### src/rtl/core/swsab_pkg.sv
// Shared types, constants and register codes for the sample window spread alarm blinker.
`default_nettype none
package swsab_pkg;

  localparam int unsigned SampleW = 10;
  localparam int unsigned PeriodW = 4;
  localparam int unsigned TickW   = 4;
  localparam int unsigned FillW   = 3;
  localparam int unsigned CfgIdxW = 2;
  localparam int unsigned CfgDatW = 10;

  // Samples per window, legal range 2 to 7.
  localparam logic [FillW-1:0] Window = 3'd5;

  localparam logic [SampleW-1:0] LowLimitRst    = 10'd10;
  localparam logic [SampleW-1:0] HighLimitRst   = 10'd1013;
  localparam logic [SampleW-1:0] SpreadLimitRst = 10'd500;
  localparam logic [PeriodW-1:0] SlowPeriodRst  = 4'd4;

  localparam logic [SampleW-1:0] RunMinRst = 10'd1023;
  localparam logic [SampleW-1:0] RunMaxRst = 10'd0;
  localparam logic [TickW-1:0]   TickMax   = 4'd15;

  localparam logic CmdSample = 1'b0;
  localparam logic CmdTick   = 1'b1;

  localparam logic [CfgIdxW-1:0] RegLowLimit    = 2'd0;
  localparam logic [CfgIdxW-1:0] RegHighLimit   = 2'd1;
  localparam logic [CfgIdxW-1:0] RegSpreadLimit = 2'd2;
  localparam logic [CfgIdxW-1:0] RegSlowPeriod  = 2'd3;

  // Status handed to the blinker for one tick.
  typedef struct packed {
    logic                tick;
    logic                error;
    logic                alarm;
    logic [PeriodW-1:0]  slow_period;
  } blink_ctrl_t;

endpackage
`default_nettype wire

### src/rtl/core/swsab_blinker.sv
// LED blink state machine: fast toggle on error, slow toggle on alarm.
`default_nettype none
module swsab_blinker (
  input  wire logic                  clk_i,
  input  wire logic                  rst_ni,
  input  wire swsab_pkg::blink_ctrl_t ctrl_i,
  output logic                       pin_o
);

  logic                         toggle_q, toggle_d;
  logic                         pin_q, pin_d;
  logic                         first_q, first_d;
  logic [swsab_pkg::TickW-1:0]  tick_q, tick_d, tick_mid;

  always_comb begin
    toggle_d = toggle_q;
    pin_d    = pin_q;
    first_d  = first_q;
    tick_mid = tick_q;
    if (ctrl_i.error) begin
      pin_d    = toggle_q;
      toggle_d = ~toggle_q;
      first_d  = 1'b1;
    end else if (ctrl_i.alarm && (tick_q >= ctrl_i.slow_period)) begin
      // first slow toggle after entering alarm always starts lit
      pin_d    = first_q ? 1'b1 : toggle_q;
      toggle_d = ~pin_d;
      tick_mid = '0;
      first_d  = 1'b0;
    end else if (!ctrl_i.alarm) begin
      pin_d   = 1'b0;
      first_d = 1'b1;
    end
    tick_d = (tick_mid < swsab_pkg::TickMax) ? tick_mid + 1'b1 : tick_mid;
  end

  always_ff @(posedge clk_i or negedge rst_ni) begin
    if (!rst_ni) begin
      toggle_q <= 1'b0;
      pin_q    <= 1'b0;
      first_q  <= 1'b1;
      tick_q   <= '0;
    end else if (ctrl_i.tick) begin
      toggle_q <= toggle_d;
      pin_q    <= pin_d;
      first_q  <= first_d;
      tick_q   <= tick_d;
    end
  end

  assign pin_o = ctrl_i.tick ? pin_d : pin_q;

endmodule
`default_nettype wire

### src/rtl/core/sample_window_spread_alarm_blinker.sv
// Top level: sample window min/max tracking, limit and spread alarms, LED blinker.
`default_nettype none
// Usage:
//   Input channel (in_valid_i / in_stall_o) carries one request: cmd_i selects a
//   converter sample (cmd 0, sample_i) or a blink tick (cmd 1). A request is taken
//   on a clock edge with in_valid_i high and in_stall_o low.
//   Output channel (out_valid_o / out_stall_i) returns exactly one result per
//   request: led, error, alarm, window_done and the window min/max (zero unless
//   window_done is set).
//   Config channel (cfg_valid_i / cfg_ready_o, always ready) writes low_limit (0),
//   high_limit (1), spread_limit (2) and slow_period (3); write only while idle.
// Timing:
//   A request is held in the input register, then the state update and result
//   are computed in one pass into the output register: throughput one request
//   per cycle while out_stall_i does not hold a result, set by the single compare/update pass.
// Reset (rst_ni low, async): limits go to 10/1013/500/4, the window restarts
//   empty, flags and LED clear, both pipeline registers empty.
// Stall: while out_stall_i holds a result, the input register stays full and
//   in_stall_o rises once it is occupied; nothing is dropped or repeated.
module sample_window_spread_alarm_blinker (
  input  wire logic                            clk_i,
  input  wire logic                            rst_ni,
  // input request channel
  input  wire logic                            in_valid_i,
  output logic                                 in_stall_o,
  input  wire logic                            cmd_i,
  input  wire logic [swsab_pkg::SampleW-1:0]   sample_i,
  // result channel
  output logic                                 out_valid_o,
  input  wire logic                            out_stall_i,
  output logic                                 led_o,
  output logic                                 error_o,
  output logic                                 alarm_o,
  output logic                                 window_done_o,
  output logic [swsab_pkg::SampleW-1:0]        window_min_o,
  output logic [swsab_pkg::SampleW-1:0]        window_max_o,
  // configuration write channel
  input  wire logic                            cfg_valid_i,
  output logic                                 cfg_ready_o,
  input  wire logic [swsab_pkg::CfgIdxW-1:0]   cfg_index_i,
  input  wire logic [swsab_pkg::CfgDatW-1:0]   cfg_data_i
);

  localparam int unsigned SW = swsab_pkg::SampleW;

  // configuration registers
  logic [SW-1:0]                 low_q, high_q, spread_q;
  logic [swsab_pkg::PeriodW-1:0] period_q;

  assign cfg_ready_o = 1'b1;

  always_ff @(posedge clk_i or negedge rst_ni) begin
    if (!rst_ni) begin
      low_q    <= swsab_pkg::LowLimitRst;
      high_q   <= swsab_pkg::HighLimitRst;
      spread_q <= swsab_pkg::SpreadLimitRst;
      period_q <= swsab_pkg::SlowPeriodRst;
    end else if (cfg_valid_i) begin
      unique case (cfg_index_i)
        swsab_pkg::RegLowLimit:    low_q    <= cfg_data_i[SW-1:0];
        swsab_pkg::RegHighLimit:   high_q   <= cfg_data_i[SW-1:0];
        swsab_pkg::RegSpreadLimit: spread_q <= cfg_data_i[SW-1:0];
        swsab_pkg::RegSlowPeriod:  period_q <= cfg_data_i[swsab_pkg::PeriodW-1:0];
        default: ;
      endcase
    end
  end

  // pipeline handshake
  logic          in_vld_q;
  logic          cmd_q;
  logic [SW-1:0] sample_q;
  logic          out_free;
  logic          advance;

  assign out_free   = !out_valid_o || !out_stall_i;
  assign advance    = in_vld_q && out_free;
  assign in_stall_o = in_vld_q && !out_free;

  always_ff @(posedge clk_i or negedge rst_ni) begin
    if (!rst_ni) begin
      in_vld_q <= 1'b0;
    end else if (!in_stall_o) begin
      in_vld_q <= in_valid_i;
    end
  end

  always_ff @(posedge clk_i) begin
    if (in_valid_i && !in_stall_o) begin
      cmd_q    <= cmd_i;
      sample_q <= sample_i;
    end
  end

  // window state
  logic [swsab_pkg::FillW-1:0] fill_q, fill_d, fill_inc;
  logic [SW-1:0]               min_q, min_d, min_new;
  logic [SW-1:0]               max_q, max_d, max_new;
  logic                        err_q, err_d;
  logic                        alm_q, alm_d;
  logic                        done;
  logic                        is_sample;

  assign is_sample = advance && (cmd_q == swsab_pkg::CmdSample);

  always_comb begin
    min_new  = (sample_q < min_q) ? sample_q : min_q;
    max_new  = (sample_q > max_q) ? sample_q : max_q;
    fill_inc = fill_q + 1'b1;
    done     = (fill_inc >= swsab_pkg::Window);
    err_d    = (sample_q < low_q) || (sample_q > high_q);
    alm_d    = alm_q;
    if (done) begin
      // an empty-window case (max below min) never alarms
      alm_d = (max_new >= min_new) && ((max_new - min_new) > spread_q);
      fill_d = '0;
      min_d  = swsab_pkg::RunMinRst;
      max_d  = swsab_pkg::RunMaxRst;
    end else begin
      fill_d = fill_inc;
      min_d  = min_new;
      max_d  = max_new;
    end
  end

  always_ff @(posedge clk_i or negedge rst_ni) begin
    if (!rst_ni) begin
      fill_q <= '0;
      min_q  <= swsab_pkg::RunMinRst;
      max_q  <= swsab_pkg::RunMaxRst;
      err_q  <= 1'b0;
      alm_q  <= 1'b0;
    end else if (is_sample) begin
      fill_q <= fill_d;
      min_q  <= min_d;
      max_q  <= max_d;
      err_q  <= err_d;
      alm_q  <= alm_d;
    end
  end

  // LED blinker sees the flags as they stand before the tick
  swsab_pkg::blink_ctrl_t blink_ctrl;
  logic                   pin_now;

  assign blink_ctrl.tick        = advance && (cmd_q == swsab_pkg::CmdTick);
  assign blink_ctrl.error       = err_q;
  assign blink_ctrl.alarm       = alm_q;
  assign blink_ctrl.slow_period = period_q;

  swsab_blinker u_blinker (
    .clk_i  (clk_i),
    .rst_ni (rst_ni),
    .ctrl_i (blink_ctrl),
    .pin_o  (pin_now)
  );

  // result register
  always_ff @(posedge clk_i or negedge rst_ni) begin
    if (!rst_ni) begin
      out_valid_o <= 1'b0;
    end else if (out_free) begin
      out_valid_o <= in_vld_q;
    end
  end

  always_ff @(posedge clk_i) begin
    if (advance) begin
      led_o <= pin_now;
      if (cmd_q == swsab_pkg::CmdSample) begin
        error_o       <= err_d;
        alarm_o       <= alm_d;
        window_done_o <= done;
        window_min_o  <= done ? min_new : '0;
        window_max_o  <= done ? max_new : '0;
      end else begin
        error_o       <= err_q;
        alarm_o       <= alm_q;
        window_done_o <= 1'b0;
        window_min_o  <= '0;
        window_max_o  <= '0;
      end
    end
  end

endmodule
`default_nettype wire

### config.mk
export PLATFORM = sky130hd
export DESIGN_NAME = sample_window_spread_alarm_blinker
export DESIGN_NICKNAME = d
export VERILOG_FILES = /design/src/rtl/core/swsab_pkg.sv /design/src/rtl/core/swsab_blinker.sv /design/src/rtl/core/sample_window_spread_alarm_blinker.sv
export SDC_FILE = /design/constraint.sdc
export NUM_CORES = 1
export LEC_CHECK = 0
export BUFFER_PORTS_ARGS = -buffer_cell sky130_fd_sc_hd__buf_4
export CAP_MARGIN = 20
export CORE_MARGIN = 4
export CORE_UTILIZATION = 40
export DETAILED_ROUTE_END_ITERATION = 8
export REMOVE_ABC_BUFFERS = 1
export SETUP_SLACK_MARGIN = 0.4
export SLEW_MARGIN = 20
export SYNTH_ARGS = -nofsm -noshare
export SYNTH_HDL_FRONTEND = slang
export SYNTH_SLANG_ARGS = --single-unit
### constraint.sdc
create_clock -name clk_i -period 9.6 [get_ports clk_i]
set_input_delay 0.96 -clock clk_i [delete_from_list [all_inputs] [get_ports clk_i]]
set_output_delay 0.96 -clock clk_i [all_outputs]
set_load 0.02 [all_outputs]
=== After elaboration in Yosys (flattened, before gate mapping) ===
Index checks and enable logic that the tools add are counted.

* Memory bits (read-only): 0
* Bits in registers: 103
* Memory bits (writable): 0
* Bits of input ports: 28
* Memories: 0
* Latch bits: 0
* Output and inout bits: 27

* Bitwise logic cells: 4
* $mul: 0
* Reduce and logical (&&, ||, !) cells: 22
* Mux-type cells: 21
* Magnitude comparators: 9
* $add $sub $neg: 3
* Div/mod/pow operators: 0
* Eq/ne operators: 4
* Shifts and indexed selects: 0

{| class="wikitable"
|+ Operators with widths
! kind !! number
|-
| 2-to-1 mux 10 bit || 4
|-
| greater-than comparator 10 bit || 3
|-
| less-than comparator 10 bit || 2
|-
| 2-to-1 mux 1 bit || 13
|-
| 2-to-1 mux 4 bit || 3
|-
| AND reduction 2 bit || 6
|-
| >= comparator 10 bit || 1
|-
| subtractor 10 bit || 1
|-
| logical AND 1 bit || 7
|-
| adder 4 x 1 -> 4 bit (second input constant) || 1
|-
| == test 2 bit (second input constant) || 2
|-
| >= comparator 4 bit || 1
|-
| zero test 1 bit || 4
|-
| less-than comparator 4 bit (second input constant) || 1
|-
| NOT 1 bit || 4
|-
| adder 3 x 1 -> 3 bit (second input constant) || 1
|-
| >= comparator 3 bit (second input constant) || 1
|-
| 2-to-1 mux 3 bit || 1
|-
| inequality test 3 x 2 -> 1 bit (second input constant) || 1
|-
| == test 2 x 1 -> 1 bit (second input constant) || 1
|-
| zero test 2 bit || 1
|-
| logical OR 1 bit || 2
|-
| nonzero test 2 bit || 1
|-
| OR reduction 2 bit || 1
|}

=== Longest topological paths before layout ===
* Depth in word-level cells: 7
* Gate-level depth with buffers: 21
* Mapped depth without buffers: 20

=== Cells and area by module ===
Synthesis repeated with hierarchy kept, for this count alone.

* Cells, all modules: 608
* Area total of the unflattened synthesis: 6,303.5 sq um

{| class="wikitable"
|+ By module, submodules not included
! module !! times used !! cells each !! area an instance (sq um) !! seq. area each (sq um)
|-
| sample_window_spread_alarm_blinker || 1 || 554 || 5,830.6 || 2,611.3
|-
| swsab_blinker || 1 || 54 || 473.0 || 176.4
|}

=== Least setup slack after synthesis ===
Ideal clock, no wire load.

* Path kind: register to register
* From: reg sample_q[5]
* To: reg alarm_o (data pin)
* Setup time: 0.176 ns
* Cell stages (with the launch flop): 20
* Buffers on the path: 1
* Data required time: 9.424 ns
* Period minus slack after synthesis: 4.620 ns
* Data arrival time: 4.444 ns
* Path slack: 4.980 ns
* Cells stage by stage: edfxtp_1 ha_1 a21oi_1 o21ai_0 a2111oi_2 or2_2 buf_2 o21ai_0 ha_1 a21o_1 a21oi_1 o221ai_1 or4b_2 o211ai_1 ha_1 nand4_1 nor2_1 a311oi_1 o41ai_1 o32ai_1

* Word-level cells in the longest chain between the ends: 7
* Elaborated cells between the ends (all ways): 10
* Classes of those cells: 1 x add/sub; 4 x order compare; 4 x mux; 1 x reduce/logical

{| class="wikitable"
|+ Ends and longest elaborated chain
! element !! line !! text
|-
| start: declaration || sample_window_spread_alarm_blinker.sv:72 || <nowiki>logic [SW-1:0] sample_q;</nowiki>
|-
| start signal: assignment || sample_window_spread_alarm_blinker.sv:91 || <nowiki>sample_q <= sample_i;</nowiki>
|-
| greater-than comparator 10 bit / less-than comparator 10 bit (equally long branches) || sample_window_spread_alarm_blinker.sv:108, sample_window_spread_alarm_blinker.sv:107 ||
|-
| 2-to-1 mux 10 bit, on equally long branches || sample_window_spread_alarm_blinker.sv:108, sample_window_spread_alarm_blinker.sv:107 ||
|-
| subtractor 10 bit || sample_window_spread_alarm_blinker.sv:115 || <nowiki>alm_d = (max_new >= min_new) && ((max_new - min_new) > spread_q);</nowiki>
|-
| greater-than comparator 10 bit || sample_window_spread_alarm_blinker.sv:115 ||
|-
| logical AND 1 bit (*) || sample_window_spread_alarm_blinker.sv:115 ||
|-
| 2-to-1 mux 1 bit (*) || sample_window_spread_alarm_blinker.sv:113 || <nowiki>if (done) begin</nowiki>
|-
| 2-to-1 mux 1 bit (*) || sample_window_spread_alarm_blinker.sv:170 || <nowiki>if (cmd_q == swsab_pkg::CmdSample) begin</nowiki>
|-
| end signal: assignment || sample_window_spread_alarm_blinker.sv:172 || <nowiki>alarm_o <= alm_d;</nowiki>
|-
| end signal: assignment || sample_window_spread_alarm_blinker.sv:178 || <nowiki>alarm_o <= alm_q;</nowiki>
|-
| end: declaration || sample_window_spread_alarm_blinker.sv:33 || <nowiki>output logic alarm_o,</nowiki>
|}

Every way passes the cells marked *; elsewhere a longest branch is shown, timed or not.
A chain may end at the register's enable or synchronous reset.

=== Final worst setup path ===
Same ends and word-level chain as after synthesis.

==> qor.yml <==
status: "finished, final reports clean"
ios: 55
pwr-share-seq: 0.283
end_kind: "flip-flop"
rsz0062_at_grt: "no"
layout_min_cycle_time_ns: 5.62
ant_nets: 0
worst-setup-path-type: "flip-flop to flip-flop"
track_usage: 0.193
root_buffer: "clkbuf_16"
synthArstFlopShare: 0.660
gp_congestion: 0.921
gr-total-overflow: 0
fp.dieH_um: 136
crit_required_ns: 9.78
worst_hold_slack_ns: 0.511
stdcell_area_um2: 7460
drc: 0
grt_start_max_net_pins: 69
crit_path_start_kind: "flip-flop"
p_total_mw: 2.52
worstHoldStart: "spread_q[3]"
post-cts-setup-buffers: 0
wl_um: 17100
synth_area_per_cell_um2: 9.90
dp_cells: 909
combPwrFrac: 0.575
cp.arrival_ns: 5.80
finalCritPeriodShare: 0.586
ctsHoldBuffers: 0
clock-sinks: 103
vias: 5197
dr.first_iter.drc_count: 380
area_growth_pct: 13.9
fin_skew_ns: 0.00813
clock_power_share: 0.142
cts_buffers: 9
core_area_um2: 15900
slew_headroom: 0.251
worst_ir_drop_vdd_v: 0.000124
io_buffer_count: 53
wl_per_cell_um: 18.5
cts_tree: "done"
htree_levels: 3
yosysWarnings: 0
start_util: 0.411
leakage_nw: 3.24
diodes: 0
cp_max_fo: 31
ys_seq_area_frac: 0.425
cts_resized: 0
clkTransAtPathRegs_ns: 0.07
grt_pass1_vias: 5396
viasPerCell: 5.62
tns_ns: 0
rows: 46
synth_cell_types: 57
clock_path_buffers: 2
rr_startpoint: "sample_q[5]"
p_sw_mw: 1.14
slew_violations: 0
final_cells: 925
die_x_um: 136
internal-power_mw: 1.39
grt_pass1_wl_um: 28000
drive_above_1_share: 0.200
setup_viol_count_final: 0
hp-class: "flip-flop to flip-flop"
synth-edff-count: 35
ys_ff_latch: 103
cp-startpoint: "sample_q[5]"
finalHoldViolations: 0
fin_nets: 798
insertion_delay_ns: 0.36
cap_violations: 0
syn_inst: 662
power_density_nw_per_um2: 338
antenna_found_initial: 0
switching_share: 0.451
synthFlopType: "dfrtp_1"
firstDrtPassIters: 5
tightest_slew_ns: 1.12
dieArea_um2: 18500
dp_hpwl_um: 12800
max_freq_ghz: 0.178
placedInstanceArea_um2: 7170
synth_area_um2: 6550
==> cells by family after synthesis <==
family,count (synthesis),share of synthesized area
adders and majority gates,66,0.127
other,1,0.000572
and+or+nand+nor,153,0.116
muxes,49,0.0800
xor gates and xnor gates,8,0.0107
DFF,103,0.425
buffers and inverters,106,0.0634
AOI/OAI and AO/OA,176,0.177
==> cell usage after synthesis, types with 4 or more instances <==
library cell  instances  area (um2)
xnor2_1               6        52.6
mux2_2               27         304
nand3_1              19        95.1
o21a_1                4        30.0
nor2_1               19        71.3
dfstp_2              28         736
nand2b_1             10        62.6
o21ai_0              65         325
nor4_1               11        68.8
nor3_1                6        30.0
a21o_1                5        37.5
inv_1                77         289
clkbuf_1             21        78.8
nand4_1               7        43.8
buf_2                 5        25.0
a32oi_1              11        96.3
edfxtp_1             35        1050
and3_1                4        25.0
a211oi_1             19         143
o211ai_1             22         165
mux2i_1              22         220
and2_1                4        25.0
nand2_1              58         218
a21oi_1              27         135
dfrtp_1              40        1000
ha_1                 65         813
==> worst max-delay path: stages (launching register included) <==
cell	delay (ns)
edfxtp_1	0.54
ha_1	0.38
a21oi_1	0.14
o21ai_0	0.17
a2111oi_4	0.38
buf_4	0.36
or2_2	0.42
o21ai_0	0.14
ha_1	0.40
a21o_1	0.14
a21oi_1	0.07
o221ai_1	0.32
or4b_2	0.63
o211ai_1	0.13
ha_1	0.27
nand4_1	0.14
nor2_1	0.07
a311oi_1	0.28
o41ai_1	0.16
o32ai_1	0.28
==> worst paths after layout <==
check	to	slack [ns]	cells past startpoint
hold / removal	spread_q[3]	0.51	1
setup reg to reg	alarm_o	3.98	19
min in group asynchronous	period_q[3]	0.74	1
setup / recovery	alarm_o	3.98	19
max in group asynchronous	fill_q[2]	8.26	1
hold reg to reg	spread_q[3]	0.51	1
==> metal layers <==
| metal | wire length [um] | global-route usage | part of all wire |
|---|---|---|---|
| met1 | 7780 | 0.260 | 0.45 |
| met2 | 8280 | 0.316 | 0.48 |
| met3 | 749 | 0.0255 | 0.044 |
| met4 | 325 | 0.0756 | 0.019 |
| met5 | 0 | 0 | 0 |
==> cell usage in the layout (no fill, tap or decap), types with 7 or more instances in the layout <==
| cell type | count |
|---|---|
| inv_1 | 77 |
| o21ai_0 | 65 |
| ha_1 | 65 |
| buf_4 | 60 |
| nand2_1 | 58 |
| dfrtp_1 | 40 |
| edfxtp_1 | 35 |
| dfstp_2 | 28 |
| mux2_2 | 27 |
| a21oi_1 | 26 |
| mux2i_1 | 22 |
| o211ai_1 | 22 |
| nand3_1 | 19 |
| a211oi_1 | 19 |
| nor2_1 | 18 |
| nor4_1 | 11 |
| a32oi_1 | 11 |
| nand2b_1 | 10 |
| clkbuf_16 | 9 |
| nand4_1 | 7 |
==> power by group through the flow <==
stage | sequential (mW) | combinational (mW) | clock [mW]
floorplan | 0.705 | 1.03 | 0
global placement | 0.710 | 1.39 | 0
detailed placement | 0.719 | 1.43 | 0
CTS | 0.712 | 1.44 | 0.368
global route | 0.730 | 1.63 | 0.388
finish | 0.714 | 1.45 | 0.359
==> layout make-up <==
cell class	instances	area [um2]
clock buffers	11	253
clock inverters	5	31.3
fillers	1550	8480
inverters	77	289
multi-input cells	453	3380
flip-flops and latches	103	2790
well taps	216	270
repair buffers	60	450
==> registers in the layout, indices dropped and copies added (netlist names), 3 cells and up <==
register,count
high_q,10
low_q,10
max_q,10
min_q,10
sample_q,10
spread_q,10
window_max_o,10
window_min_o,10
period_q,4
u_blinker.tick_q,4
fill_q,3
==> through the flow <==
stage	util	setup WS, ns
after floorplan	-	3.65
after global placement	0.450	4.27
after detailed placement	0.450	4.08
after CTS	0.468	4.04
after global routing	0.468	3.55
final	0.468	3.98
Power figures use the tool's default switching activity.
